`src/rtl/pfw_pkg.sv`:
```
// types, register codes and constants shared by the framebuffer pixel writer
package pfw_pkg;

    localparam logic [2:0] REG_PIXEL_FORMAT      = 3'd0;
    localparam logic [2:0] REG_TRANSPARENCY_MODE = 3'd1;
    localparam logic [2:0] REG_BIG_ENDIAN        = 3'd2;
    localparam logic [2:0] REG_IMAGE_WIDTH       = 3'd3;
    localparam logic [2:0] REG_IMAGE_HEIGHT      = 3'd4;

    localparam logic [1:0] FMT_BINARY    = 2'd0;
    localparam logic [1:0] FMT_GRAYSCALE = 2'd1;
    localparam logic [1:0] FMT_RGB565    = 2'd2;
    localparam logic [1:0] FMT_RGB888    = 2'd3;

    localparam logic [1:0] MODE_OPAQUE = 2'd0;
    localparam logic [1:0] MODE_CHROMA = 2'd1;
    localparam logic [1:0] MODE_ALPHA  = 2'd2;

    localparam logic [14:0] MAX_DIM = 15'd32767;

    localparam logic [23:0] LUMA_R = 24'd13926;
    localparam logic [23:0] LUMA_G = 24'd46885;
    localparam logic [23:0] LUMA_B = 24'd4725;

    localparam logic [7:0] HALF_ALPHA = 8'h80;
    localparam logic [7:0] FULL_BYTE  = 8'hFF;

    typedef struct packed {
        logic [1:0]  pixel_format;
        logic [1:0]  transparency_mode;
        logic        big_endian;
        logic [14:0] image_width;
        logic [14:0] image_height;
    } cfg_t;

    typedef struct packed {
        logic [7:0]  alpha;
        logic [7:0]  blue;
        logic [7:0]  green;
        logic [7:0]  red;
        logic [15:0] pos_y;
        logic [15:0] pos_x;
    } pixel_t;

    typedef struct packed {
        logic        oor;
        logic [14:0] x;
        logic [30:0] prod;
        logic [29:0] wh;
        logic [23:0] lum_r;
        logic [23:0] lum_g;
        logic [23:0] lum_b;
        logic        bright;
        logic [7:0]  r;
        logic [7:0]  g;
        logic [7:0]  b;
        logic [7:0]  a;
    } stage1_t;

    typedef struct packed {
        logic        oor;
        logic [30:0] idx;
        logic [29:0] wh;
        logic [7:0]  gray;
        logic        on;
        logic [7:0]  r;
        logic [7:0]  g;
        logic [7:0]  b;
        logic [7:0]  a;
    } calc_t;

    typedef struct packed {
        logic [1:0]       last_idx;
        logic             oor;
        logic [7:0]       mask;
        logic [3:0][31:0] addr;
        logic [3:0][7:0]  data;
    } beat_set_t;

endpackage

```
`src/rtl/pfw_calc.sv`:
```
// first two pipeline stages: bounds check, multiplies, luma and color remap
module pfw_calc (
    input  logic            clk,
    input  logic            rst_n,
    input  pfw_pkg::cfg_t   cfg,
    input  logic            in_valid,
    output logic            in_ready,
    input  pfw_pkg::pixel_t in_pixel,
    output logic            out_valid,
    input  logic            out_ready,
    output pfw_pkg::calc_t  out_calc
);

    pfw_pkg::stage1_t s1_next;
    pfw_pkg::stage1_t s1_reg;
    logic             v1_reg;
    pfw_pkg::calc_t   s2_next;
    pfw_pkg::calc_t   s2_reg;
    logic             v2_reg;
    logic             en1;
    logic             en2;

    logic [15:0] w_round;
    logic [15:0] w_sel;
    logic        chroma;
    logic        alpha_ch;
    logic [23:0] lum_sum;

    assign en2      = !v2_reg || out_ready;
    assign en1      = !v1_reg || en2;
    assign in_ready = en1;
    assign chroma   = (cfg.transparency_mode == pfw_pkg::MODE_CHROMA);
    assign alpha_ch = (cfg.transparency_mode == pfw_pkg::MODE_ALPHA);

    always_comb
    begin
        w_round = {1'b0, cfg.image_width} + 16'd7;
        w_sel   = (cfg.pixel_format == pfw_pkg::FMT_BINARY) ? {w_round[15:3], 3'b000}
                                                             : {1'b0, cfg.image_width};
        s1_next.oor = in_pixel.pos_x[15] || in_pixel.pos_y[15]
                   || (cfg.image_width == 15'd0) || (cfg.image_height == 15'd0)
                   || (cfg.image_width > pfw_pkg::MAX_DIM)
                   || (cfg.image_height > pfw_pkg::MAX_DIM)
                   || (in_pixel.pos_x[14:0] >= cfg.image_width)
                   || (in_pixel.pos_y[14:0] >= cfg.image_height);
        s1_next.x      = in_pixel.pos_x[14:0];
        s1_next.prod   = 31'(in_pixel.pos_y[14:0]) * 31'(w_sel);
        s1_next.wh     = 30'(cfg.image_width) * 30'(cfg.image_height);
        s1_next.lum_r  = pfw_pkg::LUMA_R * 24'(in_pixel.red);
        s1_next.lum_g  = pfw_pkg::LUMA_G * 24'(in_pixel.green);
        s1_next.lum_b  = pfw_pkg::LUMA_B * 24'(in_pixel.blue);
        s1_next.bright = 1'b0;
        begin
            logic [7:0] level;
            level = {2'b00, in_pixel.red[7:2]} + {1'b0, in_pixel.green[7:1]}
                  + {2'b00, in_pixel.blue[7:2]};
            s1_next.bright = level[7];
        end
        s1_next.r = in_pixel.red;
        s1_next.g = in_pixel.green;
        s1_next.b = in_pixel.blue;
        s1_next.a = in_pixel.alpha;
    end

    always_comb
    begin
        lum_sum      = s1_reg.lum_r + s1_reg.lum_g + s1_reg.lum_b;
        s2_next.oor  = s1_reg.oor;
        s2_next.idx  = 31'(s1_reg.x) + s1_reg.prod;
        s2_next.wh   = s1_reg.wh;
        s2_next.a    = s1_reg.a;
        s2_next.gray = lum_sum[23:16];
        s2_next.on   = s1_reg.bright;
        s2_next.r    = s1_reg.r;
        s2_next.g    = s1_reg.g;
        s2_next.b    = s1_reg.b;
        if ((chroma || alpha_ch) && (s1_reg.a < pfw_pkg::HALF_ALPHA))
        begin
            s2_next.on = 1'b0;
        end
        if (chroma)
        begin
            if (lum_sum[23:16] == 8'd1)
            begin
                s2_next.gray = 8'd0;
            end
            if (s1_reg.a < pfw_pkg::HALF_ALPHA)
            begin
                s2_next.gray = 8'd1;
            end
            if ((s1_reg.g == 8'd1) && (s1_reg.r == 8'd0) && (s1_reg.b == 8'd0))
            begin
                s2_next.g = 8'd0;
            end
            if (s1_reg.a < pfw_pkg::HALF_ALPHA)
            begin
                s2_next.r = 8'd0;
                s2_next.b = 8'd0;
                s2_next.g = (cfg.pixel_format == pfw_pkg::FMT_RGB565) ? 8'd4 : 8'd1;
            end
        end
        else if (alpha_ch)
        begin
            if (s1_reg.a != pfw_pkg::FULL_BYTE)
            begin
                s2_next.gray = s1_reg.a;
            end
        end
    end

    always_ff @(posedge clk or negedge rst_n)
    begin
        if (!rst_n)
        begin
            v1_reg <= 1'b0;
            v2_reg <= 1'b0;
        end
        else
        begin
            if (en1)
            begin
                v1_reg <= in_valid;
            end
            if (en2)
            begin
                v2_reg <= v1_reg;
            end
        end
    end

    always_ff @(posedge clk)
    begin
        if (en1)
        begin
            s1_reg <= s1_next;
        end
        if (en2)
        begin
            s2_reg <= s2_next;
        end
    end

    assign out_valid = v2_reg;
    assign out_calc  = s2_reg;

endmodule

```
`src/rtl/pfw_layout.sv`:
```
// third pipeline stage: byte addresses, data and beat count for one pixel
module pfw_layout (
    input  logic              clk,
    input  logic              rst_n,
    input  pfw_pkg::cfg_t     cfg,
    input  logic              in_valid,
    output logic              in_ready,
    input  pfw_pkg::calc_t    in_calc,
    output logic              out_valid,
    input  logic              out_ready,
    output pfw_pkg::beat_set_t out_set
);

    pfw_pkg::beat_set_t set_next;
    pfw_pkg::beat_set_t set_reg;
    logic               v_reg;
    logic               en;
    logic               alpha_ch;
    logic [15:0]        rgb565;
    logic [31:0]        base;
    logic [7:0]         bit_sel;

    assign en       = !v_reg || out_ready;
    assign in_ready = en;
    assign alpha_ch = (cfg.transparency_mode == pfw_pkg::MODE_ALPHA);

    always_comb
    begin
        rgb565  = {in_calc.r[7:3], in_calc.g[7:2], in_calc.b[7:3]};
        bit_sel = 8'h80 >> in_calc.idx[2:0];
        base    = 32'd0;
        set_next.last_idx = 2'd0;
        set_next.oor      = 1'b0;
        set_next.mask     = pfw_pkg::FULL_BYTE;
        set_next.addr     = '0;
        set_next.data     = '0;
        if (in_calc.oor)
        begin
            set_next.oor  = 1'b1;
            set_next.mask = 8'h00;
        end
        else
        begin
            case (cfg.pixel_format)
                pfw_pkg::FMT_BINARY:
                begin
                    set_next.addr[0] = 32'(in_calc.idx[30:3]);
                    set_next.mask    = bit_sel;
                    set_next.data[0] = in_calc.on ? bit_sel : 8'h00;
                end
                pfw_pkg::FMT_GRAYSCALE:
                begin
                    set_next.addr[0] = 32'(in_calc.idx);
                    set_next.data[0] = in_calc.gray;
                end
                pfw_pkg::FMT_RGB565:
                begin
                    base             = {in_calc.idx, 1'b0};
                    set_next.addr[0] = base;
                    set_next.addr[1] = base + 32'd1;
                    set_next.addr[2] = 32'(in_calc.idx) + {1'b0, in_calc.wh, 1'b0};
                    set_next.data[0] = cfg.big_endian ? rgb565[15:8] : rgb565[7:0];
                    set_next.data[1] = cfg.big_endian ? rgb565[7:0] : rgb565[15:8];
                    set_next.data[2] = in_calc.a;
                    set_next.last_idx = alpha_ch ? 2'd2 : 2'd1;
                end
                default:
                begin
                    base = alpha_ch ? 32'({in_calc.idx, 2'b00})
                                    : 32'(in_calc.idx) + 32'({in_calc.idx, 1'b0});
                    set_next.addr[0] = base;
                    set_next.addr[1] = base + 32'd1;
                    set_next.addr[2] = base + 32'd2;
                    set_next.addr[3] = base + 32'd3;
                    set_next.data[0] = in_calc.b;
                    set_next.data[1] = in_calc.g;
                    set_next.data[2] = in_calc.r;
                    set_next.data[3] = in_calc.a;
                    set_next.last_idx = alpha_ch ? 2'd3 : 2'd2;
                end
            endcase
        end
    end

    always_ff @(posedge clk or negedge rst_n)
    begin
        if (!rst_n)
        begin
            v_reg <= 1'b0;
        end
        else if (en)
        begin
            v_reg <= in_valid;
        end
    end

    always_ff @(posedge clk)
    begin
        if (en)
        begin
            set_reg <= set_next;
        end
    end

    assign out_valid = v_reg;
    assign out_set   = set_reg;

endmodule

```
`src/rtl/pfw_beat_gen.sv`:
```
// output stage: sends the byte writes of one pixel as beats, one per cycle while out_ready is high
module pfw_beat_gen (
    input  logic               clk,
    input  logic               rst_n,
    input  logic               in_valid,
    output logic               in_ready,
    input  pfw_pkg::beat_set_t in_set,
    output logic               out_valid,
    input  logic               out_ready,
    output logic [31:0]        out_addr,
    output logic [7:0]         out_data,
    output logic [7:0]         out_mask,
    output logic               out_oor,
    output logic               out_last
);

    logic [3:0][31:0] addr_reg;
    logic [3:0][7:0]  data_reg;
    logic [7:0]       mask_reg;
    logic             oor_reg;
    logic [1:0]       cnt_reg;
    logic [1:0]       cnt_next;
    logic             v_reg;
    logic             last;
    logic             load;
    logic             shift;

    assign last     = (cnt_reg == 2'd0);
    assign in_ready = !v_reg || (out_ready && last);
    assign load     = in_ready && in_valid;
    assign shift    = v_reg && out_ready && !last;
    assign cnt_next = cnt_reg - 2'd1;

    always_ff @(posedge clk or negedge rst_n)
    begin
        if (!rst_n)
        begin
            v_reg   <= 1'b0;
            cnt_reg <= 2'd0;
        end
        else if (in_ready)
        begin
            v_reg   <= in_valid;
            cnt_reg <= in_set.last_idx;
        end
        else if (shift)
        begin
            cnt_reg <= cnt_next;
        end
    end

    always_ff @(posedge clk)
    begin
        if (load)
        begin
            addr_reg <= in_set.addr;
            data_reg <= in_set.data;
            mask_reg <= in_set.mask;
            oor_reg  <= in_set.oor;
        end
        else if (shift)
        begin
            addr_reg[0] <= addr_reg[1];
            addr_reg[1] <= addr_reg[2];
            addr_reg[2] <= addr_reg[3];
            data_reg[0] <= data_reg[1];
            data_reg[1] <= data_reg[2];
            data_reg[2] <= data_reg[3];
        end
    end

    assign out_valid = v_reg;
    assign out_addr  = addr_reg[0];
    assign out_data  = data_reg[0];
    assign out_mask  = mask_reg;
    assign out_oor   = oor_reg;
    assign out_last  = last;

endmodule

```
`src/rtl/framebuffer_pixel_writer_core.sv`:
```
// top level of the framebuffer pixel writer: configuration registers and pipeline
// Each input beat is one pixel; the block answers with the byte writes that store it in
// the configured format: one beat for binary, grayscale and pixels outside the image,
// two or three for RGB565, three or four for RGB888/RGBA8888. A pixel can enter every
// cycle unless back-pressure stalls it, and it passes four register stages (bounds and
// multiplies, index and color rules, addresses, output) ahead of its first beat.
// The output stage sends one byte write per cycle while m_axis_tready is high, and it
// takes the next pixel as the last write of the current one is accepted. The user must
// write configuration only while no pixel is in flight; the block itself does not enforce it.
module framebuffer_pixel_writer_core (
    input  logic        clk,
    input  logic        rst_n,
    input  logic        cfg_we,
    input  logic [2:0]  cfg_index,
    input  logic [14:0] cfg_data,
    input  logic        s_axis_tvalid,
    output logic        s_axis_tready,
    input  logic [63:0] s_axis_tdata,  // pos_x, pos_y, red, green, blue, alpha
    output logic        m_axis_tvalid,
    input  logic        m_axis_tready,
    output logic [47:0] m_axis_tdata,  // byte_address, byte_data, bit_mask
    output logic        m_axis_tuser,  // out_of_range
    output logic        m_axis_tlast
);

    logic [1:0]  pixel_format_reg;
    logic [1:0]  transparency_mode_reg;
    logic        big_endian_reg;
    logic [14:0] image_width_reg;
    logic [14:0] image_height_reg;

    pfw_pkg::cfg_t      cfg;
    pfw_pkg::calc_t     calc;
    pfw_pkg::beat_set_t beat_set;
    logic               calc_valid;
    logic               calc_ready;
    logic               set_valid;
    logic               set_ready;
    logic [31:0]        out_addr;
    logic [7:0]         out_data;
    logic [7:0]         out_mask;

    always_ff @(posedge clk or negedge rst_n)
    begin
        if (!rst_n)
        begin
            pixel_format_reg      <= pfw_pkg::FMT_BINARY;
            transparency_mode_reg <= pfw_pkg::MODE_OPAQUE;
            big_endian_reg        <= 1'b0;
            image_width_reg       <= 15'd1;
            image_height_reg      <= 15'd1;
        end
        else if (cfg_we)
        begin
            case (cfg_index)
                pfw_pkg::REG_PIXEL_FORMAT:      pixel_format_reg      <= cfg_data[1:0];
                pfw_pkg::REG_TRANSPARENCY_MODE: transparency_mode_reg <= cfg_data[1:0];
                pfw_pkg::REG_BIG_ENDIAN:        big_endian_reg        <= cfg_data[0];
                pfw_pkg::REG_IMAGE_WIDTH:       image_width_reg       <= cfg_data;
                pfw_pkg::REG_IMAGE_HEIGHT:      image_height_reg      <= cfg_data;
                default:
                begin
                end
            endcase
        end
    end

    assign cfg.pixel_format      = pixel_format_reg;
    assign cfg.transparency_mode = transparency_mode_reg;
    assign cfg.big_endian        = big_endian_reg;
    assign cfg.image_width       = image_width_reg;
    assign cfg.image_height      = image_height_reg;

    pfw_calc u_calc (
        .clk       (clk),
        .rst_n     (rst_n),
        .cfg       (cfg),
        .in_valid  (s_axis_tvalid),
        .in_ready  (s_axis_tready),
        .in_pixel  (s_axis_tdata),
        .out_valid (calc_valid),
        .out_ready (calc_ready),
        .out_calc  (calc)
    );

    pfw_layout u_layout (
        .clk       (clk),
        .rst_n     (rst_n),
        .cfg       (cfg),
        .in_valid  (calc_valid),
        .in_ready  (calc_ready),
        .in_calc   (calc),
        .out_valid (set_valid),
        .out_ready (set_ready),
        .out_set   (beat_set)
    );

    pfw_beat_gen u_beat_gen (
        .clk       (clk),
        .rst_n     (rst_n),
        .in_valid  (set_valid),
        .in_ready  (set_ready),
        .in_set    (beat_set),
        .out_valid (m_axis_tvalid),
        .out_ready (m_axis_tready),
        .out_addr  (out_addr),
        .out_data  (out_data),
        .out_mask  (out_mask),
        .out_oor   (m_axis_tuser),
        .out_last  (m_axis_tlast)
    );

    assign m_axis_tdata = {out_mask, out_data, out_addr};

endmodule

```
`config.mk`:
```
export PLATFORM = sky130hd
export DESIGN_NAME = framebuffer_pixel_writer_core
export DESIGN_NICKNAME = d
export VERILOG_FILES = /design/src/rtl/pfw_pkg.sv /design/src/rtl/pfw_calc.sv /design/src/rtl/pfw_layout.sv /design/src/rtl/pfw_beat_gen.sv /design/src/rtl/framebuffer_pixel_writer_core.sv
export SDC_FILE = /design/constraint.sdc
export NUM_CORES = 2
export LEC_CHECK = 0
export ABC_AREA = 1
export BUFFER_PORTS_ARGS = -buffer_cell sky130_fd_sc_hd__buf_2
export CAP_MARGIN = 20
export CELL_PAD_IN_SITES_DETAIL_PLACEMENT = 1
export CELL_PAD_IN_SITES_GLOBAL_PLACEMENT = 1
export CORE_UTILIZATION = 50
export CTS_BUF_LIST = sky130_fd_sc_hd__clkbuf_4 sky130_fd_sc_hd__clkbuf_8 sky130_fd_sc_hd__clkbuf_16
export DETAILED_ROUTE_END_ITERATION = 10
export PLACE_DENSITY = 0.82
export SETUP_SLACK_MARGIN = 0.2
export SYNTH_ARGS = -nofsm -noshare
export SYNTH_HDL_FRONTEND = slang
export SYNTH_HIERARCHICAL = 1
export SYNTH_SLANG_ARGS = --single-unit
```
`constraint.sdc`:
```
create_clock -name clk -period 16 [get_ports clk]
set_clock_uncertainty 0.15 [all_clocks]
set_input_delay 2.4 -clock clk [delete_from_list [all_inputs] [get_ports clk]]
set_output_delay 2.4 -clock clk [all_outputs]
set_load 0.05 [all_outputs]
```
**Yosys cells after proc, flatten, opt, wreduce, memory -nomap -nowiden**

Cells that the tools add are included.

- Reduce and logical (&&, ||, !) cells: 40
- Add/subtract/negate cells: 13
- $mul: 5
- Eq/ne operators: 11
- Mux-type cells: 29
- Order comparisons: 5
- Shift operators: 1

Operator list:

| kind | count |
|---|---|
| 96-bit two-way mux | 2 |
| 64-bit one-hot mux with 2 select lines | 1 |
| 24-bit two-way mux | 4 |
| 32-bit one-hot mux with 3 select lines | 1 |
| 8-bit two-way mux | 10 |
| 32-bit by 1-bit adder with 32-bit output, second input constant | 2 |
| 32-bit by 2-bit adder with 32-bit output, second input constant | 2 |
| 13-bit by 8-bit multiplier with 21-bit output, first input constant | 2 |
| 31-bit by 31-bit adder with 32-bit output | 1 |
| 31-bit by 32-bit adder with 32-bit output | 1 |
| 32-bit two-way mux | 1 |
| 16-bit one-hot mux with 2 select lines | 1 |
| 15-bit by 31-bit adder with 31-bit output | 1 |
| 15-bit by 16-bit multiplier with 31-bit output | 1 |
| 15-bit greater-or-equal comparator | 2 |
| 15-bit greater-than comparator, second input constant | 2 |
| 15-bit logical NOT | 2 |
| 15-bit by 15-bit multiplier with 30-bit output | 1 |
| 22-bit by 24-bit adder with 24-bit output | 1 |
| 24-bit by 21-bit adder with 24-bit output | 1 |
| 16-bit by 8-bit multiplier with 24-bit output, first input constant | 1 |
| 8-bit one-hot mux with 3 select lines | 1 |
| 15-bit by 3-bit adder with 16-bit output, second input constant | 1 |
| 8-bit by 1-bit == test with 1-bit output, second input constant | 2 |
| other kinds (26) | 60 |

- Bits of input ports: 87
- Output and inout bits: 52
- Bits in registers: 660

**Depth between registers and ports, before layout**

- Depth after elaboration: 7
- Mapped depth: 36
- Mapped depth without buffers: 35

**Hierarchy**

The synthesis kept the hierarchy.

Modules (own cells, without submodules):

| module | cells each | area an instance (µm²) | times used |
|---|---|---|---|
| pfw_calc | 3800 | 34383.0 | 1 |
| pfw_layout | 1976 | 14274.9 | 1 |
| pfw_beat_gen | 625 | 7143.1 | 1 |
| framebuffer_pixel_writer_core | 164 | 1436.4 | 1 |

**Worst setup path before layout**

No wires, ideal clock.

- Path kind: input to output
- From: input port m_axis_tready
- To: output port s_axis_tready
- Required time: 13.450 ns
- Setup slack: 2.540 ns
- Cell stages on the path: 6
- Arrival: 10.910 ns
- Buffers on the path: 0
- Path through: nand2_1 nand2_2 inv_1 nand2_1 inv_1 nand3_1

- Longest elaborated chain between the ends: 5

RTL lines:

| item | line | text |
|---|---|---|
| start: declaration | framebuffer_pixel_writer_core.sv:20 | `input logic m_axis_tready,` |
| 1-bit logical AND | pfw_beat_gen.sv:29 | `assign in_ready = !v_reg \|\| (out_ready && last);` |
| 1-bit logical OR | pfw_beat_gen.sv:29 |  |
| named net set_ready | framebuffer_pixel_writer_core.sv:38 | `logic set_ready;` |
| 1-bit logical OR | pfw_layout.sv:23 | `assign en = !v_reg \|\| out_ready;` |
| named net calc_ready | framebuffer_pixel_writer_core.sv:36 | `logic calc_ready;` |
| 1-bit logical OR | pfw_calc.sv:29 | `assign en2 = !v2_reg \|\| out_ready;` |
| 1-bit logical OR | pfw_calc.sv:30 | `assign en1 = !v1_reg \|\| en2;` |
| end: declaration | framebuffer_pixel_writer_core.sv:17 | `output logic s_axis_tready,` |

The timed path passes the listed nets, and every way through them passes these cells.

==> impl_metrics.tcl <==
set metrics [dict create \
    run_status "complete, no violations" \
    stdcell_area_mm2 0.0617 \
    post_cts_buffers 0 \
    synth_edf_count 614 \
    timing.rr.start "image_width_reg[2]$_DFFE_PN0P_" \
    fin_crit_ps 7880 \
    max-slew-margin-rel 0.272 \
    synth_top_area_frac 0.322 \
    cts.sinks 655 \
    fin_setup_tns_ps 0 \
    fp.dieH_um 340 \
    path_max_fanout 17 \
    slowest_stage "dfrtp_1" \
    setup_viol 0 \
    critPathKind "reg -> reg" \
    multi_input_area_mm2 0.0320 \
    dpl_cell_area_mm2 0.0590 \
    rsz0062_at_grt "no" \
    min_to "u_beat_gen/out_oor$_DFFE_PP_" \
    grt_max_degree 86 \
    stdcell_count 8186 \
    ys_types 68 \
    worstMarginPinSlew_ps 1090 \
    endpoint_kind "flop" \
    cts-hold-fix-buffers 0 \
    drv_cap 0 \
    dp.cells 8039 \
    num_io_pins 139 \
    drc 0 \
    fillers 13300 \
    hold_start "u_layout/out_set[168]$_DFFE_PP_" \
    synthCells 6565 \
    detail_route.iter0.violations 3421 \
    yosysSeqAreaShare 0.340 \
    cts_buffers 75 \
    hold_path.class "reg -> reg" \
    track_usage 0.323 \
    ys_ff_latch 655 \
    place_congestion 0.978 \
    grt_overflow_total 0 \
    dieArea_mm2 0.116 \
    yosys_warnings 6 \
    seqCellArea_mm2 0.0195 \
    rows 123 \
    detail-route-antenna-nets 0 \
    cts_htree_levels 3 \
    avgSynthCellArea_um2 8.72 \
    routed_wl_um 187000 \
    clockRootBuffer "clkbuf_16" \
    start_util 0.507 \
    port_buffers 138 \
    syn_nets 7595 \
    path_clk_slew_ps 60 \
    fin_crit_sh 0.492 \
    reg2reg_to "u_calc/s1_reg[164]$_DFFE_PP_" \
    worstPathArrival_ps 8140 \
    crit_top_cell "nand2_1" \
    report.final.slew_viol_count 0 \
    firstDrtPassIters 5 \
    grt_pass1_vias 49400 \
    cpPeakStageDelay_ps 880 \
    holdPathStages 0 \
    final_hold_viol_count 0 \
    setup_ws_ps 8120 \
    layout.nets 7647 \
    rrSetupSlack_ps 8120 \
    syn-cell-area_mm2 0.0572 \
    num_vias 46100 \
    pre_cts_ws_ps 7510 \
    grt_first_pass_wirelength_um 287000 \
    rr_worst_depth 29 \
    clk_latency_ps 670 \
    clockBufferDepth 3 \
    drive_above_1_share 0.0880 \
    netlist_top_cells_area "edfxtp_1, fa_1, nand2_1, ha_1, inv_1" \
    dp_hpwl_um 147000 \
    wl_per_cell_um 22.9 \
    ctsResizeCount 0 \
    synth_top_area_cell "edfxtp_1" \
    cts_tree "done" \
    antenna_found_initial 9 \
    critPathRequiredTime_ps 16270 \
    cp-start-kind "flop" \
    die_w_um 340 \
    fmax_mhz 127 \
    synth_ff_type "edfxtp_1" \
    coreArea_mm2 0.113 \
    ys_async_sr_fraction 0.0626 \
    via_per_inst 5.63 \
    areaGrowthSynthToFinish_pct 7.75 \
]
## synthesized netlist by cell type (all sizes together) (22+ instances only)
library cell and number:
a21oi 335, a31oi 22, buf 108, clkbuf 96
dfrtp 39, edfxtp 614, fa 446, ha 497
inv 1230, nand2 1758, nand3 258, nand4 61
nor2 500, nor3 35, nor4 22, o21ai 220
or2 24, xnor2 41, xor2 99
## final cells by class
cell class,count,share of cell area
Multi-Input combinational cell,4470,0.519
Sequential cell,655,0.316
Inverter,1236,0.0755
Clock buffer,95,0.0336
Tap cell,1500,0.0304
Timing Repair Buffer,179,0.0163
Clock inverter,44,0.00876
Antenna cell,7,0.000284
## kinds of logic after synthesis
group / count (synthesis) / synth area share
xor+xnor: 140 / 0.0214
simple gates: 2670 / 0.200
mux: 2 / 0.000350
buf+inv: 1440 / 0.101
compound gates: 715 / 0.0719
flops: 655 / 0.340
fa+ha+maj: 943 / 0.265
## placed cells by master (no fill, tap or decap), drive strengths merged, types with 31 or more instances in the layout
| cell type | instances |
|---|---|
| fa | 446 |
| nand4 | 61 |
| o21ai | 220 |
| inv | 1238 |
| nand2 | 1758 |
| ha | 497 |
| edfxtp | 614 |
| nand3 | 258 |
| a21oi | 335 |
| xnor2 | 41 |
| nor2 | 500 |
| clkinv | 31 |
| clkbuf | 95 |
| xor2 | 99 |
| buf | 179 |
| dfrtp | 39 |
| nor3 | 35 |
## metrics by stage
step	utilization	hold slack, ps
2_1_floorplan	-	250
3_3_place_gp	0.523	251
3_5_place_dp	0.523	256
4_1_cts	0.546	265
5_1_grt	0.546	268
6_report	0.546	260
## worst max-delay path, delay by kind of cell, from the launching register on
family                   cells  cell delay [ps]
adder cells (fa/ha/maj)      7             3530
AND/OR/NAND/NOR             12             1430
flip-flops                   1              880
buffers and inverters        7              830
AO/OA/AOI/OAI                3              830
## worst max path at each step
| stage | to | startpoint | cells past startpoint |
|---|---|---|---|
| 2_1_floorplan | s_axis_tready | m_axis_tready | 6 |
| 3_3_place_gp | u_calc/s1_reg[161]$_DFFE_PP_ | s_axis_tdata[16] | 23 |
| 3_5_place_dp | u_calc/s1_reg[154]$_DFFE_PP_ | s_axis_tdata[18] | 22 |
| 4_1_cts | u_calc/s1_reg[161]$_DFFE_PP_ | pixel_format_reg[0]$_DFFE_PN0P_ | 22 |
| 5_1_grt | u_calc/s1_reg[160]$_DFFE_PP_ | s_axis_tdata[21] | 22 |
| 6_report | u_calc/s1_reg[164]$_DFFE_PP_ | image_width_reg[2]$_DFFE_PN0P_ | 29 |
## routing by layer
| metal | wire (um) | track usage | vias up |
|---|---|---|---|
| li1 | - | - | 21000 |
| met4 | 7220 | 0.124 | 6 |
| met5 | 40 | 0 | - |
| met2 | 91200 | 0.553 | 1575 |
| met1 | 76800 | 0.414 | 23100 |
| met3 | 11900 | 0.0464 | 383 |
Power is not shown: default switching activity piles up to over one toggle a cycle in this logic, so the estimate is an artifact.
